--- src/design/esdf_pkg.sv ---
// Shared types, constants and saturating arithmetic for the edge scalar diffusion flux block.
package esdf_pkg;

    localparam int unsigned DW      = 64;
    localparam int unsigned MAX_DIMS = 3;
    localparam int unsigned MAX_VARS = 16;
    localparam int unsigned DIV_STEPS = 96;

    localparam logic signed [DW-1:0] S_MAX = 64'sh7FFF_FFFF_FFFF_FFFF;
    localparam logic signed [DW-1:0] S_MIN = 64'sh8000_0000_0000_0000;
    localparam logic [DW-1:0]        SIGN_MAG = 64'h8000_0000_0000_0000;

    localparam logic [1:0] OP_GEOM   = 2'd0;
    localparam logic [1:0] OP_FLOW   = 2'd1;
    localparam logic [1:0] OP_GRAD   = 2'd2;
    localparam logic [1:0] OP_FINISH = 2'd3;

    localparam logic [2:0] REG_NUM_DIMS  = 3'd0;
    localparam logic [2:0] REG_NUM_VARS  = 3'd1;
    localparam logic [2:0] REG_CORRECT   = 3'd2;
    localparam logic [2:0] REG_IMPLICIT  = 3'd3;
    localparam logic [2:0] REG_FLAME     = 3'd4;
    localparam logic [2:0] REG_TURB      = 3'd5;
    localparam logic [2:0] REG_INV_SCT   = 3'd6;

    localparam logic [62:0] INV_SCT_RESET = 63'd6163254236;

    typedef struct packed {
        logic                  ovf;
        logic signed [DW-1:0]  val;
    } sres_t;

    typedef struct packed {
        logic start;
        logic is_div;
    } unit_cmd_t;

    typedef enum logic [2:0] {
        U_IDLE,
        U_MUL,
        U_MRND,
        U_DIV,
        U_DFIN
    } unit_state_t;

    typedef enum logic [4:0] {
        S_IDLE,
        S_SKIP,
        S_GEO_EE,
        S_GEO_EN,
        S_GEO_DIV,
        S_FLOW_I,
        S_FLOW_J,
        S_GRAD_N,
        S_GRAD_E,
        S_FIN_T1,
        S_FIN_T2,
        S_FIN_LI,
        S_FIN_LJ,
        S_FIN_FLUX,
        S_FIN_DI,
        S_FIN_JI,
        S_FIN_DJ,
        S_FIN_JJ,
        S_OUT
    } state_t;

    function automatic sres_t sat_add(logic signed [DW-1:0] a, logic signed [DW-1:0] b);
        logic signed [DW-1:0] r;
        sres_t s;
        r = a + b;
        s.ovf = 1'b0;
        s.val = r;
        if (a[DW-1] == b[DW-1] && r[DW-1] != a[DW-1])
        begin
            s.ovf = 1'b1;
            s.val = a[DW-1] ? S_MIN : S_MAX;
        end
        return s;
    endfunction

    function automatic sres_t sat_sub(logic signed [DW-1:0] a, logic signed [DW-1:0] b);
        logic signed [DW-1:0] r;
        sres_t s;
        r = a - b;
        s.ovf = 1'b0;
        s.val = r;
        if (a[DW-1] != b[DW-1] && r[DW-1] != a[DW-1])
        begin
            s.ovf = 1'b1;
            s.val = a[DW-1] ? S_MIN : S_MAX;
        end
        return s;
    endfunction

    function automatic logic signed [DW-1:0] mean2(logic signed [DW-1:0] a,
                                                  logic signed [DW-1:0] b);
        logic signed [DW:0] s;
        s = {a[DW-1], a} + {b[DW-1], b};
        return s[DW:1];
    endfunction

    function automatic logic [DW-1:0] mag(logic signed [DW-1:0] a);
        return a[DW-1] ? (~a + 64'd1) : a;
    endfunction

    function automatic sres_t from_mag(logic neg, logic [DW-1:0] m);
        sres_t s;
        s.ovf = 1'b0;
        if (neg)
        begin
            if (m >= SIGN_MAG)
            begin
                s.ovf = (m != SIGN_MAG);
                s.val = S_MIN;
            end
            else
            begin
                s.val = ~m + 64'd1;
            end
        end
        else if (m >= SIGN_MAG)
        begin
            s.ovf = 1'b1;
            s.val = S_MAX;
        end
        else
        begin
            s.val = m;
        end
        return s;
    endfunction

endpackage

--- src/design/esdf_unit.sv ---
// Shared multiply/divide unit: 32x32 partial-product multiplier and restoring divider.
module esdf_unit (
    input  logic                          clk,
    input  logic                          rst_n,
    input  esdf_pkg::unit_cmd_t           cmd,
    input  logic signed [63:0]            a,
    input  logic signed [63:0]            b,
    output logic                          done,
    output logic signed [63:0]            res,
    output logic                          ovf
);
    import esdf_pkg::*;

    unit_state_t      state_reg, state_next;
    logic [6:0]       cnt_reg;
    logic [DW-1:0]    x_reg, y_reg;
    logic             neg_reg;
    logic [127:0]     acc_reg;
    logic [95:0]      num_reg;
    logic [95:0]      quo_reg;
    logic [DW-1:0]    rem_reg;
    logic             done_reg;
    logic signed [DW-1:0] res_reg;
    logic             ovf_reg;

    logic [31:0]      xs, ys;
    logic [63:0]      pp;
    logic [1:0]       sh;
    logic [127:0]     pp_wide;
    logic [127:0]     rnd;
    logic [DW:0]      rem_sh;
    logic [DW:0]      rem_diff;
    logic             fits;
    sres_t            mul_fm, div_fm;

    always_comb
    begin
        xs       = cnt_reg[0] ? x_reg[63:32] : x_reg[31:0];
        ys       = cnt_reg[1] ? y_reg[63:32] : y_reg[31:0];
        pp       = xs * ys;
        sh       = {1'b0, cnt_reg[0]} + {1'b0, cnt_reg[1]};
        pp_wide  = {64'd0, pp} << {sh, 5'd0};
        rnd      = acc_reg + 128'h8000_0000;
        mul_fm   = from_mag(neg_reg, rnd[95:32]);
        rem_sh   = {rem_reg, num_reg[95]};
        rem_diff = rem_sh - {1'b0, y_reg};
        fits     = (rem_sh >= {1'b0, y_reg});
        div_fm   = from_mag(neg_reg, quo_reg[63:0]);
    end

    always_comb
    begin
        state_next = state_reg;
        case (state_reg)
            U_IDLE:
            begin
                if (cmd.start)
                begin
                    state_next = cmd.is_div ? U_DIV : U_MUL;
                end
            end
            U_MUL:
            begin
                if (cnt_reg[1:0] == 2'd3)
                begin
                    state_next = U_MRND;
                end
            end
            U_MRND:  state_next = U_IDLE;
            U_DIV:
            begin
                if (cnt_reg == 7'(DIV_STEPS - 1))
                begin
                    state_next = U_DFIN;
                end
            end
            U_DFIN:  state_next = U_IDLE;
            default: state_next = U_IDLE;
        endcase
    end

    always_ff @(posedge clk or negedge rst_n)
    begin
        if (!rst_n)
        begin
            state_reg <= U_IDLE;
            done_reg  <= 1'b0;
        end
        else
        begin
            state_reg <= state_next;
            done_reg  <= (state_reg == U_MRND) || (state_reg == U_DFIN);
        end
    end

    always_ff @(posedge clk)
    begin
        case (state_reg)
            U_IDLE:
            begin
                x_reg   <= mag(a);
                y_reg   <= mag(b);
                neg_reg <= a[DW-1] ^ b[DW-1];
                cnt_reg <= '0;
                acc_reg <= '0;
                num_reg <= {mag(a), 32'd0};
                quo_reg <= '0;
                rem_reg <= '0;
            end
            U_MUL:
            begin
                acc_reg <= acc_reg + pp_wide;
                cnt_reg <= cnt_reg + 7'd1;
            end
            U_MRND:
            begin
                if (rnd[127:96] != 32'd0)
                begin
                    ovf_reg <= 1'b1;
                    res_reg <= neg_reg ? S_MIN : S_MAX;
                end
                else
                begin
                    ovf_reg <= mul_fm.ovf;
                    res_reg <= mul_fm.val;
                end
            end
            U_DIV:
            begin
                rem_reg <= fits ? rem_diff[DW-1:0] : rem_sh[DW-1:0];
                quo_reg <= {quo_reg[94:0], fits};
                num_reg <= {num_reg[94:0], 1'b0};
                cnt_reg <= cnt_reg + 7'd1;
            end
            U_DFIN:
            begin
                if (quo_reg[95:64] != 32'd0)
                begin
                    ovf_reg <= 1'b1;
                    res_reg <= neg_reg ? S_MIN : S_MAX;
                end
                else
                begin
                    ovf_reg <= div_fm.ovf;
                    res_reg <= div_fm.val;
                end
            end
            default:
            begin
                cnt_reg <= '0;
            end
        endcase
    end

    assign done = done_reg;
    assign res  = res_reg;
    assign ovf  = ovf_reg;

endmodule

--- config.mk ---
export PLATFORM = sky130hd
export DESIGN_NAME = esdf_unit
export DESIGN_NICKNAME = d
export VERILOG_FILES = /design/src/design/esdf_pkg.sv /design/src/design/esdf_unit.sv
export SDC_FILE = /design/constraint.sdc
export NUM_CORES = 2
export LEC_CHECK = 0
export BUFFER_PORTS_ARGS = -buffer_cell sky130_fd_sc_hd__buf_2
export CORE_ASPECT_RATIO = 0.5
export CORE_UTILIZATION = 55
export CTS_BUF_LIST = sky130_fd_sc_hd__clkbuf_16
export CTS_CLUSTER_SIZE = 20
export DETAILED_ROUTE_END_ITERATION = 6
export PLACE_DENSITY = 0.72
export SLEW_MARGIN = 20
export SYNTH_ARGS = -nofsm -noshare
export SYNTH_HDL_FRONTEND = slang
export SYNTH_SLANG_ARGS = --single-unit
--- constraint.sdc ---
create_clock -name clk -period 21.6 [get_ports clk]
set_input_delay 4.32 -clock clk [delete_from_list [all_inputs] [get_ports clk]]
set_output_delay 4.32 -clock clk [all_outputs]
set_load 0.03 [all_outputs]
==> out/summary.txt <==
outcome -> complete, but fails checks
failing checks -> DRC
WL/cell -> 23.8 µm
Final GP Congestion -> 1.07
Routed Antenna Nets -> 0
all-layer global routing usage -> 36.1%
Die H -> 266 µm
DRC Markers -> 5
Detailed Routing Iterations Pass 1 -> 7
crit share post-route -> 66.9%
via/cell ratio -> 6.23
Worst Clk Skew -> 0.0531 ns
post-synth cell types -> 85
CTS tree -> yes
post-DP HPWL -> 196,000 µm
Sink Count -> 557
Post-synth EDFFs -> 553
DRT iter0 DRCs -> 7,880
vias in the first global route -> 63,800
unrepaired setup endpoints after global routing -> no
PortBufs -> 197
Mapped Nets -> 10,400
total grt overflow -> 0
Initial Utilization -> 55.6%
Reg2Reg Depth -> 45
area grow syn2layout -> 5.91%
largest cells by area after synthesis -> fa_1 (24%), edfxtp_1 (22%), ha_1 (7.5%)
fmax -> 69.2 MHz
FP Rows -> 96
Post-Syn Area -> 0.0765 mm²
max reg flops -> 128
CTS H-tree depth -> 2
largest net degree at the start of global routing -> 93
met2 usage -> 54.4%
#FFs+latches synth -> 557
Fin Setup TNS -> 0 ns
Worst Max-Slew Pin Slew -> 1.20 ns
hold depth -> 2
Clock Path Buffers -> 3
maxcap violations -> 0
Worst Setup End Kind -> flop
Max Slew Vio Count -> 0
commonest non-fill, non-tap cell in the layout -> nor2_1
post-layout min period -> 14.46 ns
Async S/R FF share, synth -> 0.718%
layer with the highest usage -> met2
CP Class -> flop to flop
warnings from Yosys -> 0
Syn Area/Cell -> 8.62 µm²
area occupied by multi-input gates -> 0.0541 mm²
Fillers -> 12,300
CTS hold repair buffers -> 0
clock-pin slew on the worst setup and hold paths -> 0.07 ns
HP Class -> flop to flop
Setup Viol. Count Final -> 0
Seq/Total Area, Yosys -> 21.8%
routed via count -> 66,500
most used cell along the critical path -> fa_1
Sequential Area -> 0.0167 mm²
core area -> 0.138 mm²
layout cell share with drive strength beyond 1 -> 6.61%
final critical-path setup slack -> 7.14 ns
Synth top area share -> 23.5%
drt total wl -> 254,000 µm
Crit-path slowest cell -> edfxtp_1
Post-Syn Instances -> 8,869
Final #Nets -> 10,300
Slew headroom -> 19.6%
Clk Latency, worst-skew pair -> 0.72 ns
largest area contributor in the netlist -> fa_1
Main synth FF type -> edfxtp_1
final hold vios -> 0
first-pass GRT wire length -> 385,000 µm
Die W -> 529 µm
post-cts resize count -> 0
Startpoint Class -> flop
worst path required time -> 22.03 ns
CTS root buf -> clkbuf_16
IO Count -> 198
worst slack, placed -> 7.47 ns
postcts setup bufs -> 0
CTS buffer count -> 55
crit path max fanout -> 70
initial antenna violation count -> 14
most frequent cells in the layout -> nor2_1 (1,284), inv_1 (1,092), fa_1 (898), nand2_1 (893), edfxtp_1 (553)
met1 usage -> 47.7%
met3 Use GR -> 10.8%
Die Area -> 0.141 mm²
Worst Path Arrival -> 14.89 ns
CP peak stage delay -> 0.94 ns
-- metal layers --
layer	vias to the layer above	share of wire (%)
met5	-	0.036
met4	14	5.5
met3	813	12
met2	3716	43
met1	32400	39
li1	29600	-
-- metrics by stage --
step,instances,util (%),hold slack (ns),area (µm²)
after detailed placement,10600,57.6,0.535,79200
after global placement,10600,57.6,0.522,79200
after global routing,10700,58.9,0.571,81000
after CTS,10700,58.9,0.555,81000
final,10700,58.9,0.556,81000
after floorplan,8869,-,0.495,76500
-- worst max-delay path, delay by kind of cell (launching register included) --
kind | cells | cell delay (ns)
DFF | 1 | 0.94
adders and majority gates | 10 | 4.78
buffers and inverters | 9 | 1.47
and+or+nand+nor | 11 | 2.64
AOI/OAI and AO/OA | 14 | 4.04
muxes | 1 | 0.29
-- final timing paths --
check                                          from                    endpoint  slack [ns]
setup / recovery           cnt_reg[1]$_SDFFCE_PP0N_  acc_reg[119]$_SDFFCE_PN0P_        7.14
hold / removal                num_reg[94]$_DFFE_PP_       num_reg[95]$_DFFE_PP_        0.56
setup reg to reg           cnt_reg[1]$_SDFFCE_PP0N_  acc_reg[119]$_SDFFCE_PN0P_        7.14
hold reg to reg               num_reg[94]$_DFFE_PP_       num_reg[95]$_DFFE_PP_        0.56
max in group asynchronous                     rst_n    state_reg[1]$_DFFE_PN0P_       18.02
min in group asynchronous                     rst_n              done$_DFF_PN0_        3.41
-- Yosys cell counts, drive strengths merged, types with 24 or more instances --
| library cell | count |
|---|---|
| and2 | 84 |
| a31oi | 70 |
| o22ai | 68 |
| nand4 | 127 |
| or3 | 71 |
| buf | 27 |
| or2 | 27 |
| edfxtp | 553 |
| o21a | 58 |
| o21ai | 339 |
| inv | 1088 |
| or4 | 42 |
| nand3 | 144 |
| o211ai | 29 |
| a211oi | 53 |
| and3 | 161 |
| nand2b | 45 |
| o31ai | 70 |
| mux2 | 62 |
| fa | 898 |
| nor2 | 1286 |
| a21o | 186 |
| nor2b | 37 |
| a21oi | 451 |
| mux2i | 128 |
| clkbuf | 450 |
| and4 | 24 |
| xor2 | 131 |
| xnor2 | 308 |
| nand2 | 895 |
| nor3 | 135 |
| ha | 460 |
| nor4 | 63 |
| o21bai | 52 |
-- final cells by class --
type                    count  share of cell area, %
clock buffers              56                   1.73
well taps                1862                   2.88
flip-flops and latches    557                   20.6
clock inverters            47                  0.488
diodes                      5                 0.0155
repair buffers            323                   2.39
inverters                1089                   5.05
multi-input cells        6746                   66.8
-- cell families after synthesis --
kind of cell	count (synthesis)	share of synthesized area, %
mux	190	2.59
simple gates	3191	18.9
compound gates	1568	12.9
flops	557	21.8
fa+ha+maj	1358	31.0
xor+xnor	439	5.03
buf+inv	1566	7.69
Power is not shown: default switching activity piles up to over one toggle a cycle in this logic, so the estimate is an artifact.
